**src/sv/length_crc32_packet_framer_core_macros.svh**
```systemverilog
// ----------------------------------------------------------------------------
// length_crc32_packet_framer_core_macros
// assertion macros shared by the framer modules
// ----------------------------------------------------------------------------
`ifndef LENGTH_CRC32_PACKET_FRAMER_CORE_MACROS_SVH
`define LENGTH_CRC32_PACKET_FRAMER_CORE_MACROS_SVH
`ifndef NO_ASSERTIONS
// property checked at every clock edge outside reset
`define LCPF_ASSERT(lbl, clk, rstn, prop) \
  lbl: assert property (@(posedge clk) disable iff (!rstn) prop) \
    else $error("framer assertion failed");
// implication checked outside reset
`define LCPF_ASSERT_IMP(lbl, clk, rstn, ante, cons) \
  lbl: assert property (@(posedge clk) disable iff (!rstn) (ante) |-> (cons)) \
    else $error("framer implication failed");
`else
`define LCPF_ASSERT(lbl, clk, rstn, prop)
`define LCPF_ASSERT_IMP(lbl, clk, rstn, ante, cons)
`endif
`endif

```
**src/sv/lcpf_pkg.sv**
```systemverilog
// ----------------------------------------------------------------------------
// lcpf_pkg
// shared types, constants and the crc byte update for the packet framer
// ----------------------------------------------------------------------------
`default_nettype none

package lcpf_pkg;

  localparam int unsigned QDEPTH = 2;
  localparam int unsigned QPTR_W = $clog2(QDEPTH);
  localparam int unsigned QCNT_W = $clog2(QDEPTH + 1);

  localparam int unsigned IDX_W = 3;  // up to seven bytes per job

  localparam logic [31:0] CRC_POLY = 32'hEDB88320;
  localparam logic [31:0] CRC_ONES = 32'hFFFFFFFF;

  localparam logic [IDX_W-1:0] HEAD_BYTES = 3'd3;
  localparam logic [IDX_W-1:0] ONE_BYTE   = 3'd1;
  localparam logic [IDX_W-1:0] TAIL_BYTES = 3'd4;

  // register index on the config port
  localparam logic REG_FRAMING_MODE = 1'b0;

  // input action codes
  localparam logic ACT_BEGIN = 1'b0;
  localparam logic ACT_DATA  = 1'b1;

  // one queued job: optional length header, one byte, optional crc tail
  typedef struct packed {
    logic        head;
    logic        tail;
    logic [15:0] len_field;
    logic [7:0]  data;
    logic [31:0] crc;
  } job_t;

  function automatic logic [31:0] crc_add_byte(input logic [31:0] crc,
                                               input logic [7:0]  b);
    logic [31:0] c;
    c = crc ^ {24'd0, b};
    for (int k = 0; k < 8; k++) begin
      if (c[0]) begin
        c = (c >> 1) ^ CRC_POLY;
      end else begin
        c = c >> 1;
      end
    end
    return c;
  endfunction

endpackage

`default_nettype wire

```
**src/sv/lcpf_front.sv**
```systemverilog
// ----------------------------------------------------------------------------
// lcpf_front
// accepts items, tracks frame state and crc, and queues at most one job per item
// ----------------------------------------------------------------------------
`default_nettype none
`include "length_crc32_packet_framer_core_macros.svh"

module lcpf_front (
  input  wire                 clk_i,
  input  wire                 rst_ni,
  input  wire                 cfg_we_i,
  input  wire                 cfg_mode_i,
  output logic                mode_o,
  input  wire                 in_valid_i,
  output logic                in_stall_o,
  input  wire                 action_i,
  input  wire  [7:0]          response_code_i,
  input  wire  [15:0]         payload_length_i,
  input  wire  [7:0]          data_byte_i,
  input  wire                 full_i,
  output logic                push_o,
  output lcpf_pkg::job_t      job_o
);

  logic        mode_q, mode_d;
  logic        in_frame_q, in_frame_d;
  logic [15:0] rem_q, rem_d;
  logic [31:0] crc_q, crc_d;

  logic        accept;
  logic [31:0] crc_src;
  logic [7:0]  crc_byte;
  logic [31:0] crc_new;
  logic [15:0] rem_new;

  assign in_stall_o = full_i;
  assign accept     = in_valid_i & ~full_i;
  assign mode_o     = mode_q;

  assign crc_src  = (action_i == lcpf_pkg::ACT_BEGIN) ? lcpf_pkg::CRC_ONES : crc_q;
  assign crc_byte = (action_i == lcpf_pkg::ACT_BEGIN) ? response_code_i : data_byte_i;
  assign crc_new  = lcpf_pkg::crc_add_byte(crc_src, crc_byte);
  assign rem_new  = rem_q - 16'd1;

  always_comb begin
    mode_d          = mode_q;
    in_frame_d      = in_frame_q;
    rem_d           = rem_q;
    crc_d           = crc_q;
    push_o          = 1'b0;
    job_o.head      = 1'b0;
    job_o.tail      = 1'b0;
    job_o.len_field = payload_length_i + 16'd1;
    job_o.data      = crc_byte;
    job_o.crc       = crc_new ^ lcpf_pkg::CRC_ONES;
    if (cfg_we_i) begin
      mode_d     = cfg_mode_i;
      in_frame_d = 1'b0;
      rem_d      = '0;
      crc_d      = lcpf_pkg::CRC_ONES;
    end else if (accept) begin
      if (!mode_q) begin
        // raw: data passes, begin does nothing
        push_o = (action_i == lcpf_pkg::ACT_DATA);
      end else if (action_i == lcpf_pkg::ACT_BEGIN) begin
        push_o     = 1'b1;
        job_o.head = 1'b1;
        job_o.tail = (payload_length_i == 16'd0);
        if (job_o.tail) begin
          in_frame_d = 1'b0;
          rem_d      = '0;
          crc_d      = lcpf_pkg::CRC_ONES;
        end else begin
          in_frame_d = 1'b1;
          rem_d      = payload_length_i;
          crc_d      = crc_new;
        end
      end else if (in_frame_q) begin
        push_o     = 1'b1;
        job_o.tail = (rem_new == 16'd0);
        if (job_o.tail) begin
          in_frame_d = 1'b0;
          rem_d      = '0;
          crc_d      = lcpf_pkg::CRC_ONES;
        end else begin
          rem_d = rem_new;
          crc_d = crc_new;
        end
      end
    end
  end

  always_ff @(posedge clk_i or negedge rst_ni) begin
    if (!rst_ni) begin
      mode_q     <= 1'b1;
      in_frame_q <= 1'b0;
      rem_q      <= '0;
      crc_q      <= lcpf_pkg::CRC_ONES;
    end else begin
      mode_q     <= mode_d;
      in_frame_q <= in_frame_d;
      rem_q      <= rem_d;
      crc_q      <= crc_d;
    end
  end

  // outside a frame the crc and byte count sit at their idle values
  `LCPF_ASSERT_IMP(a_idle_state_clean, clk_i, rst_ni, !in_frame_q,
                   rem_q == 16'd0 && crc_q == lcpf_pkg::CRC_ONES)

endmodule

`default_nettype wire

```
**src/sv/lcpf_queue.sv**
```systemverilog
// ----------------------------------------------------------------------------
// lcpf_queue
// short job queue between the front and the back
// ----------------------------------------------------------------------------
`default_nettype none
`include "length_crc32_packet_framer_core_macros.svh"

module lcpf_queue (
  input  wire             clk_i,
  input  wire             rst_ni,
  input  wire             push_i,
  input  lcpf_pkg::job_t  push_data_i,
  output logic            full_o,
  input  wire             pop_i,
  output logic            empty_o,
  output lcpf_pkg::job_t  head_o
);

  lcpf_pkg::job_t                slot_q [lcpf_pkg::QDEPTH];
  logic [lcpf_pkg::QPTR_W-1:0]  wr_ptr_q, rd_ptr_q;
  logic [lcpf_pkg::QCNT_W-1:0]  cnt_q;

  assign full_o  = (cnt_q == lcpf_pkg::QCNT_W'(lcpf_pkg::QDEPTH));
  assign empty_o = (cnt_q == '0);
  assign head_o  = slot_q[rd_ptr_q];

  always_ff @(posedge clk_i) begin
    if (push_i) begin
      slot_q[wr_ptr_q] <= push_data_i;
    end
  end

  always_ff @(posedge clk_i or negedge rst_ni) begin
    if (!rst_ni) begin
      wr_ptr_q <= '0;
      rd_ptr_q <= '0;
      cnt_q    <= '0;
    end else begin
      if (push_i) begin
        wr_ptr_q <= wr_ptr_q + 1'b1;
      end
      if (pop_i) begin
        rd_ptr_q <= rd_ptr_q + 1'b1;
      end
      case ({push_i, pop_i})
        2'b10:   cnt_q <= cnt_q + 1'b1;
        2'b01:   cnt_q <= cnt_q - 1'b1;
        default: cnt_q <= cnt_q;
      endcase
    end
  end

  `LCPF_ASSERT(a_no_overflow, clk_i, rst_ni, !(push_i && full_o))
  `LCPF_ASSERT(a_no_underflow, clk_i, rst_ni, !(pop_i && empty_o))

endmodule

`default_nettype wire

```
**src/sv/lcpf_back.sv**
```systemverilog
// ----------------------------------------------------------------------------
// lcpf_back
// walks the head job byte by byte into the output register
// ----------------------------------------------------------------------------
`default_nettype none
`include "length_crc32_packet_framer_core_macros.svh"

module lcpf_back (
  input  wire                 clk_i,
  input  wire                 rst_ni,
  input  wire                 empty_i,
  input  lcpf_pkg::job_t      head_i,
  output logic                pop_o,
  output logic                out_valid_o,
  input  wire                 out_stall_i,
  output logic [7:0]          out_byte_o,
  output logic                end_of_packet_o,
  output logic                last_of_run_o
);

  logic [lcpf_pkg::IDX_W-1:0] idx_q, idx_d;
  logic                       out_valid_q;
  logic [7:0]                 out_byte_q;
  logic                       eop_q, last_q;

  logic                       out_free;
  logic [lcpf_pkg::IDX_W-1:0] lead;
  logic [lcpf_pkg::IDX_W-1:0] count;
  logic [lcpf_pkg::IDX_W-1:0] tail_pos;
  logic                       is_last;
  logic [7:0]                 sel_byte;

  assign out_free = ~out_valid_q | ~out_stall_i;
  assign lead     = head_i.head ? lcpf_pkg::HEAD_BYTES : lcpf_pkg::ONE_BYTE;
  assign count    = lead + (head_i.tail ? lcpf_pkg::TAIL_BYTES : '0);
  assign is_last  = (idx_q == count - 1'b1);
  assign tail_pos = idx_q - lead;
  assign pop_o    = out_free & ~empty_i & is_last;

  always_comb begin
    if (head_i.head && idx_q == '0) begin
      sel_byte = head_i.len_field[15:8];
    end else if (head_i.head && idx_q == 3'd1) begin
      sel_byte = head_i.len_field[7:0];
    end else if (idx_q == lead - 1'b1) begin
      sel_byte = head_i.data;
    end else begin
      // crc tail, most significant byte first
      case (tail_pos[1:0])
        2'd0:    sel_byte = head_i.crc[31:24];
        2'd1:    sel_byte = head_i.crc[23:16];
        2'd2:    sel_byte = head_i.crc[15:8];
        default: sel_byte = head_i.crc[7:0];
      endcase
    end
  end

  always_comb begin
    idx_d = idx_q;
    if (out_free && !empty_i) begin
      idx_d = is_last ? '0 : idx_q + 1'b1;
    end
  end

  always_ff @(posedge clk_i or negedge rst_ni) begin
    if (!rst_ni) begin
      idx_q       <= '0;
      out_valid_q <= 1'b0;
    end else begin
      idx_q <= idx_d;
      if (out_free) begin
        out_valid_q <= ~empty_i;
      end
    end
  end

  always_ff @(posedge clk_i) begin
    if (out_free && !empty_i) begin
      out_byte_q <= sel_byte;
      eop_q      <= head_i.tail & is_last;
      last_q     <= is_last;
    end
  end

  assign out_valid_o     = out_valid_q;
  assign out_byte_o      = out_byte_q;
  assign end_of_packet_o = eop_q;
  assign last_of_run_o   = last_q;

  // a job is only partly sent while it still sits at the queue head
  `LCPF_ASSERT_IMP(a_idx_idle, clk_i, rst_ni, empty_i, idx_q == '0)

endmodule

`default_nettype wire

```
**src/sv/length_crc32_packet_framer_core.sv**
```systemverilog
// ----------------------------------------------------------------------------
// length_crc32_packet_framer_core
// length-prefixed packet framer with crc-32 tail, apb mode register
// output: an item's first byte is registered in the job queue, then in the output register
// throughput: one data byte per cycle while out_stall_i is low; a framed begin
//   item sends length and code (and crc with an empty payload), a closing
//   byte adds a 4-byte crc; the two-entry job queue stalls input while they drain
// reset: framed mode, no frame open, crc at all ones, queue empty
// ----------------------------------------------------------------------------
`default_nettype none

module length_crc32_packet_framer_core (
  input  wire         clk_i,
  input  wire         rst_ni,
  input  wire         psel,
  input  wire         penable,
  input  wire         pwrite,
  input  wire  [2:0]  paddr,
  input  wire  [31:0] pwdata,
  output logic [31:0] prdata,
  output logic        pready,
  input  wire         in_valid_i,
  output logic        in_stall_o,
  input  wire         action_i,
  input  wire  [7:0]  response_code_i,
  input  wire  [15:0] payload_length_i,
  input  wire  [7:0]  data_byte_i,
  output logic        out_valid_o,
  input  wire         out_stall_i,
  output logic [7:0]  out_byte_o,
  output logic        end_of_packet_o,
  output logic        last_of_run_o
);

  logic           cfg_we;
  logic           mode;
  logic           push, pop, full, empty;
  lcpf_pkg::job_t job, head;

  assign pready = 1'b1;
  assign cfg_we = psel & penable & pwrite & (paddr[2] == lcpf_pkg::REG_FRAMING_MODE);
  assign prdata = (paddr[2] == lcpf_pkg::REG_FRAMING_MODE) ? {31'd0, mode} : 32'd0;

  lcpf_front u_front (
    .clk_i            (clk_i),
    .rst_ni           (rst_ni),
    .cfg_we_i         (cfg_we),
    .cfg_mode_i       (pwdata[0]),
    .mode_o           (mode),
    .in_valid_i       (in_valid_i),
    .in_stall_o       (in_stall_o),
    .action_i         (action_i),
    .response_code_i  (response_code_i),
    .payload_length_i (payload_length_i),
    .data_byte_i      (data_byte_i),
    .full_i           (full),
    .push_o           (push),
    .job_o            (job)
  );

  lcpf_queue u_queue (
    .clk_i       (clk_i),
    .rst_ni      (rst_ni),
    .push_i      (push),
    .push_data_i (job),
    .full_o      (full),
    .pop_i       (pop),
    .empty_o     (empty),
    .head_o      (head)
  );

  lcpf_back u_back (
    .clk_i           (clk_i),
    .rst_ni          (rst_ni),
    .empty_i         (empty),
    .head_i          (head),
    .pop_o           (pop),
    .out_valid_o     (out_valid_o),
    .out_stall_i     (out_stall_i),
    .out_byte_o      (out_byte_o),
    .end_of_packet_o (end_of_packet_o),
    .last_of_run_o   (last_of_run_o)
  );

endmodule

`default_nettype wire
```
**config.mk**
```make
export PLATFORM = sky130hd
export DESIGN_NAME = length_crc32_packet_framer_core
export DESIGN_NICKNAME = d
export VERILOG_FILES = /design/src/sv/lcpf_pkg.sv /design/src/sv/lcpf_front.sv /design/src/sv/lcpf_queue.sv /design/src/sv/lcpf_back.sv /design/src/sv/length_crc32_packet_framer_core.sv
export VERILOG_INCLUDE_DIRS = /design/src /design/src/sv
export SDC_FILE = /design/constraint.sdc
export NUM_CORES = 1
export LEC_CHECK = 0
export BUFFER_PORTS_ARGS = -buffer_cell sky130_fd_sc_hd__buf_2
export CAP_MARGIN = 20
export CORE_MARGIN = 3
export CORE_UTILIZATION = 50
export DETAILED_ROUTE_END_ITERATION = 7
export PLACE_DENSITY_LB_ADDON = 0.15
export SLEW_MARGIN = 10
export SYNTH_ARGS = -nofsm -noshare
export SYNTH_HDL_FRONTEND = slang
export SYNTH_SLANG_ARGS = --single-unit
```
**constraint.sdc**
```tcl
create_clock -name clk_i -period 5.2 [get_ports clk_i]
set_input_delay 0.26 -clock clk_i [delete_from_list [all_inputs] [get_ports clk_i]]
set_output_delay 0.26 -clock clk_i [all_outputs]
set_load 0.005 [all_outputs]
```
==> out/qor.csv, run 1 <==
metric,value,unit
clkLatencyLatePin,430,ps
fillers,1590,
dp_cells,1055,
worstPathMaxFanout,26,
postCtsSetupRepairBufs,0,
ff_latch_area,5280,µm²
p_leak,3.87,nW
drc,0,
timing.fmax,326,MHz
drive_gt1_share,29.0,%
hold_slack,-13.6,ps
peakVddDrop,0.000268,V
fin_nets,897,
powerDensity,630,nW/µm²
grt_antenna_before_repair,0,
synth.avg_cell_area,12.8,µm²
synth_top_area_share,38.0,%
final_cells,1087,
clk_pin_slew,80,ps
cts_resized,0,
ys_async_sr_fraction,31.5,%
slew_headroom,31.7,%
ys_types,85,
pwr-share-clk,19.3,%
share_seq_of_total_power,40.0,%
min_period,3060,ps
dp_slack,1900,ps
endpoint_kind,register,
syn_area,9950,µm²
crit_path_start_kind,register,
cts-root-buf,clkbuf_16,
grt_pass1_vias,5892,
syn_inst,778,
num_vias,6091,
die_w,147,µm
p_sw_share,38.5,%
final-hold-violation-count,10,
p_comb_share,40.8,%
synth_largest_area_cell,edfxtp_1,
wire_per_inst,19.8,µm
wl,21600,µm
grt_pass1_wl,34000,µm
crit_arrival,3220,ps
skew,11.2,ps
seq_area_frac_synth,53.0,%
criticalPathCategory,register to register,
violations,negative hold slack,
synthFlopType,edfxtp_1,
slew_violations,0,
synthToLayoutAreaGrowth,8.17,%
tns,0,ps
internal_power,4.17,mW
viasPerCell,5.60,
drt-pass1-iter-count,5,
cts_sinks,184,
cts_buffer_depth,2,
holdCritPathClass,primary input to async pin,
coreArea,19100,µm²
worstPathRequired,5350,ps
synth-edff-count,126,
n_antenna_cell,0,
period_share,58.9,%
multi_input_area,4180,µm²
synth_area_leaders,"edfxtp_1, dfstp_2, dfrtp_1",
placed_area,10200,µm²
grtUsageTotal,20.4,%
io_buffers,54,
die_h,147,µm
cap_violations,0,
fin_ws,2140,ps
final-setup-viol-count,0,
start_util,52.0,%
final_common_cell,edfxtp_1,
ys_warn_count,0,
outcome,finished with violations,
cts_made_buffers,17,
synth_seq_cells,184,
first_iter_violations,470,
dieArea,21600,µm²
power.switching,2.61,mW
grt_max_degree,59,
finalInstanceArea,10800,µm²
fp-row-count,50,
cts_hold_buf,0,
grt_overflow,0,
gp_congestion,0.887,
postRouteAntennaNets,0,
rsz0062_at_grt,false,
hpwl,14800,µm
cts_tree,built,
worst_pin_slew,1020,ps
cts_max_level,4,
final_cell_mix,"edfxtp_1, nor2_1, xnor2_1, buf_2, nand2_1",
io_pins,120,
cell usage after synthesis (4+ instances only):
cell and number:
edfxtp_1 126, nor2_1 65, xnor2_1 60, nand2_1 40, buf_4 38, dfstp_2 33
a21oi_2 30, a21oi_1 26, dfrtp_1 25, xor2_1 22, nand3_1 21, mux2i_1 18
mux2_2 17, nor2b_1 17, o21ai_0 16, inv_1 14, mux4_2 14, clkbuf_1 13
o221ai_1 11, a211oi_1 10, and2_1 10, xnor2_2 9, a22oi_1 8, ha_1 8
mux2i_4 7, nor3_1 7, and2b_2 6, buf_6 6, nor4_1 6, clkbuf_8 5
nand2b_1 5, or3_1 5, a31oi_1 4, buf_2 4, or2b_2 4
layer usage:
metal / GRT usage (%) / wire length [µm] / vias up
li1: - / - / 2831
met1: 30.5 / 10200 / 3053
met2: 31.3 / 10100 / 182
met3: 3.82 / 1050 / 25
met4: 4.52 / 241 / 0
met5: 0 / 0 / -
kinds of logic (layout without fill, tap and decap cells):
kind of cell	Yosys count	in the layout	synth area share, %
buffers and inverters	89	108	6.32
xor gates and xnor gates	95	95	9.59
adders and majority gates	8	8	1.01
AOI/OAI and AO/OA	127	127	9.44
and+or+nand+nor	215	215	11.8
DFF	184	184	53.0
other	2	32	0.0755
muxes	58	58	8.74
flip-flops by register name, indices dropped and copies added, names as in the netlist:
signal / flops
u_back.end_of_packet_o: 1
u_queue.slot_q: 116
u_back.idx_q: 3
u_back.out_valid_o: 1
u_front.rem_q: 16
u_queue.cnt_q: 2
u_back.out_byte_o: 8
u_front.mode_o: 1
u_back.last_of_run_o: 1
u_front.in_frame_q: 1
u_queue.wr_ptr_q: 1
u_front.crc_q: 32
u_queue.rd_ptr_q: 1
power by group through the flow:
stage	clock network, mW	registers [mW]	logic, mW
CTS	1.33	2.71	2.78
floorplan	0	2.56	2.26
finish	1.31	2.71	2.77
global placement	0	2.71	2.68
global route	1.39	2.78	3.01
detailed placement	0	2.74	2.76
final cells by class:
type	instances	area share (%)
multi-input combinational	535	38.8
sequential	184	49.0
inverter	14	0.488
tap	260	3.02
timing repair buffer	62	3.07
clock buffer	17	3.95
clock inverter	15	1.63
stage by stage:
| step | util (%) | hold slack (ps) | power [mW] |
|---|---|---|---|
| after detailed placement | 53.1 | 473 | 5.50 |
| after floorplan | - | -35.6 | 4.81 |
| after CTS | 56.2 | 10.8 | 6.81 |
| after global placement | 53.1 | 473 | 5.39 |
| final | 56.2 | -13.6 | 6.78 |
| after global routing | 56.2 | 35.9 | 7.18 |
final timing paths:
check | end | cells after the start | start | slack, ps
worst max-delay path | u_back.out_byte_o[2] | 6 | u_queue.rd_ptr_q | 2140
worst min-delay path | u_front.rem_q[5] | 2 | rst_ni | -10
worst max register to register | u_back.out_byte_o[2] | 6 | u_queue.rd_ptr_q | 2140
worst min register to register | u_front.crc_q[5] | 2 | u_front.crc_q[5] | 520
max in group asynchronous | u_queue.rd_ptr_q | 2 | rst_ni | 4600
min in group clk_i | u_front.mode_o | 3 | pwdata[0] | 30
critical path, stage by stage, from the launching register on:
cell      delay, ps
dfrtp_2         720
buf_4           520
mux4_2          580
nor2_1          100
a211oi_1         80
o311ai_0        570
o21ai_0         190
Note: power is estimated with default switching activity, not from simulation.
==> inputs of run 2 (changes only) <==
==> constraint.sdc (replaced) <==
create_clock -name clk_i -period 2.8 [get_ports clk_i]
set_input_delay 0.14 -clock clk_i [delete_from_list [all_inputs] [get_ports clk_i]]
set_output_delay 0.14 -clock clk_i [all_outputs]
set_load 0.005 [all_outputs]
==> run 2 against run 1 <==
The run now ends clean. Global-route usage shrank 0.48 points. Clock power is 79% higher. Cell count is 2.3% higher.
==> out/qor.csv, run 2 (synthesis gave the netlist of run 1 again) <==
metric,value,unit,change
outcome,"finished, final reports clean",,was finished with violations
dp_cells,1076,,was 1055
fillers,1601,,was 1590
wl_met2,9750,µm,was 10100 µm
rr_endpoint,u_queue.slot_q[1][56],,was u_back.out_byte_o[2]
worstPathRequired,3020,ps,was 5350 ps
cts_sinks,184,,unchanged
multi_input_area,4180,µm²,unchanged
min_to,u_queue.slot_q[1][38],,
rr_startpoint,u_front.rem_q[0],,was u_queue.rd_ptr_q
io_buffers,54,,unchanged
grt_antenna_before_repair,0,,unchanged
final_cell_mix,"edfxtp_1, nor2_1, xnor2_1, buf_2, nand2_1",,unchanged
largest-register,u_queue.slot_q,,unchanged
cts_hold_buf,3,,was 0
skew,8.45,ps,was 11.2 ps
tns,0,ps,unchanged
viasPerCell,5.56,,was 5.60
cts_resized,0,,unchanged
finalInstanceArea,11000,µm²,was 10800 µm²
worst_pin_slew,722,ps,was 1020 ps
r2r_slack,260,ps,was 2140 ps
hpwl,15200,µm,was 14800 µm
wire_per_inst,18.8,µm,was 19.8 µm
drc,0,,unchanged
cts_max_level,4,,unchanged
crit_path_start_kind,register,,unchanged
clk_pin_slew,70,ps,was 80 ps
routed.top_layer,met4,,unchanged
period_share,90.8,%,was 58.9%
postRouteAntennaNets,0,,unchanged
reg_top3,"u_queue.slot_q: 116 flops, u_front.crc_q: 32 flops, u_front.rem_q: 16 flops",,unchanged
grt_pass1_wl,33200,µm,was 34000 µm
final-hold-violation-count,0,,was 10
met3_length,1170,µm,was 1050 µm
final_cells,1112,,was 1087
p_leak,4.01,nW,was 3.87 nW
finalPower,12.9,mW,was 6.78 mW
grtUsageTotal,19.9,%,was 20.4%
fp-row-count,50,,unchanged
criticalPathCategory,register to register,,unchanged
slew_headroom,51.9,%,was 31.7%
min_period,2540,ps,was 3060 ps
grt_pass1_vias,6004,,was 5892
wl_met1,9760,µm,was 10200 µm
clkLatencyLatePin,430,ps,about the same
cap_violations,0,,unchanged
reg2reg_depth,8,,was 6
holdCritPathClass,primary input to register,,was primary input to async pin
cts_tree,built,,unchanged
peakVddDrop,0.000571,V,was 0.000268 V
cts_made_buffers,17,,unchanged
drive_gt1_share,30.6,%,was 29.0%
final-setup-viol-count,0,,unchanged
grt_overflow,0,,unchanged
hold_start,data_byte_i[6],,
largest_reg_flops,116,,unchanged
fin_nets,922,,was 897
hold_slack,44.2,ps,was -13.6 ps
n_antenna_cell,0,,unchanged
endpoint_kind,register,,unchanged
final_common_cell,edfxtp_1,,unchanged
postCtsSetupRepairBufs,0,,unchanged
timing.fmax,393,MHz,was 326 MHz
die_h,147,µm,unchanged
powerDensity,1170,nW/µm²,was 630 nW/µm²
wl,20900,µm,was 21600 µm
ff_latch_area,5280,µm²,unchanged
rsz0062_at_grt,false,,unchanged
num_vias,6182,,was 6091
drt-pass1-iter-count,6,,was 5
dieArea,21600,µm²,unchanged
die_w,147,µm,unchanged
slew_violations,0,,unchanged
coreArea,19100,µm²,unchanged
start_util,52.0,%,unchanged
synthToLayoutAreaGrowth,10.7,%,was 8.17%
grt_max_degree,59,,unchanged
worstPathMaxFanout,10,,was 26
io_pins,120,,unchanged
cts-root-buf,clkbuf_16,,unchanged
hold_depth,2,,
placed_area,10400,µm²,was 10200 µm²
crit_arrival,2760,ps,was 3220 ps
first_iter_violations,373,,was 470
gp_congestion,0.909,,was 0.887
cts_buffer_depth,2,,unchanged
## run 2: cell types whose count changed in the layout (fill, tap and decap cells not counted), sizes merged
cell / before / now
clkinv: 3 / 4
clkbuf: 17 / 18
clkinvlp: 2 / 0
dlygate4sd3: 0 / 3
inv: 23 / 24
buf: 62 / 83
## run 2: layer usage
layer | track usage, % | vias up
met3 | 3.52 | 17
met5 | 0 | -
met2 | 30.5 | 185
met1 | 29.8 | 3099
met4 | 5.03 | 0
li1 | - | 2881
## run 2: power by group
part	internal (mW)	switching, mW	total, mW
registers	4.39	0.541	4.93
logic	2.33	3.26	5.59
clock network	1.26	1.09	2.35
## run 2: how the worst max path moves through the flow
stage	start	endpoint	slack, ps	cells after the start
floorplan	action_i	u_queue.slot_q[0][0]	260	7
global placement	u_front.rem_q[0]	u_queue.slot_q[1][56]	350	8
detailed placement	u_front.rem_q[0]	u_queue.slot_q[0][56]	290	8
CTS	u_front.rem_q[0]	u_queue.slot_q[0][56]	260	8
global route	u_front.rem_q[0]	u_queue.slot_q[1][56]	170	8
finish	u_front.rem_q[0]	u_queue.slot_q[1][56]	260	8
## run 2: layout make-up
| cell class | count | share of cell area (%) |
|---|---|---|
| clock inverter | 15 | 1.37 |
| timing repair buffer | 87 | 5.45 |
| inverter | 14 | 0.477 |
| sequential | 184 | 47.9 |
| tap | 260 | 2.95 |
| clock buffer | 17 | 3.86 |
| multi-input combinational | 535 | 37.9 |
## run 2: through the flow
step           utilization [%]  setup WS, ps
2_1_floorplan                -           263
3_3_place_gp              54.3           355
3_5_place_dp              54.3           285
4_1_cts                   57.5           263
5_1_grt                   57.5           171
6_report                  57.5           258
## run 2: worst max-delay path, cell delays in order (launching register included)
cell and delay, ps:
dfrtp_1 490, inv_1 110, ha_1 220, o21bai_1 190
a211o_2 350, a311oi_2 280, o2111a_2 320, nor2_1 60
nor3_1 310
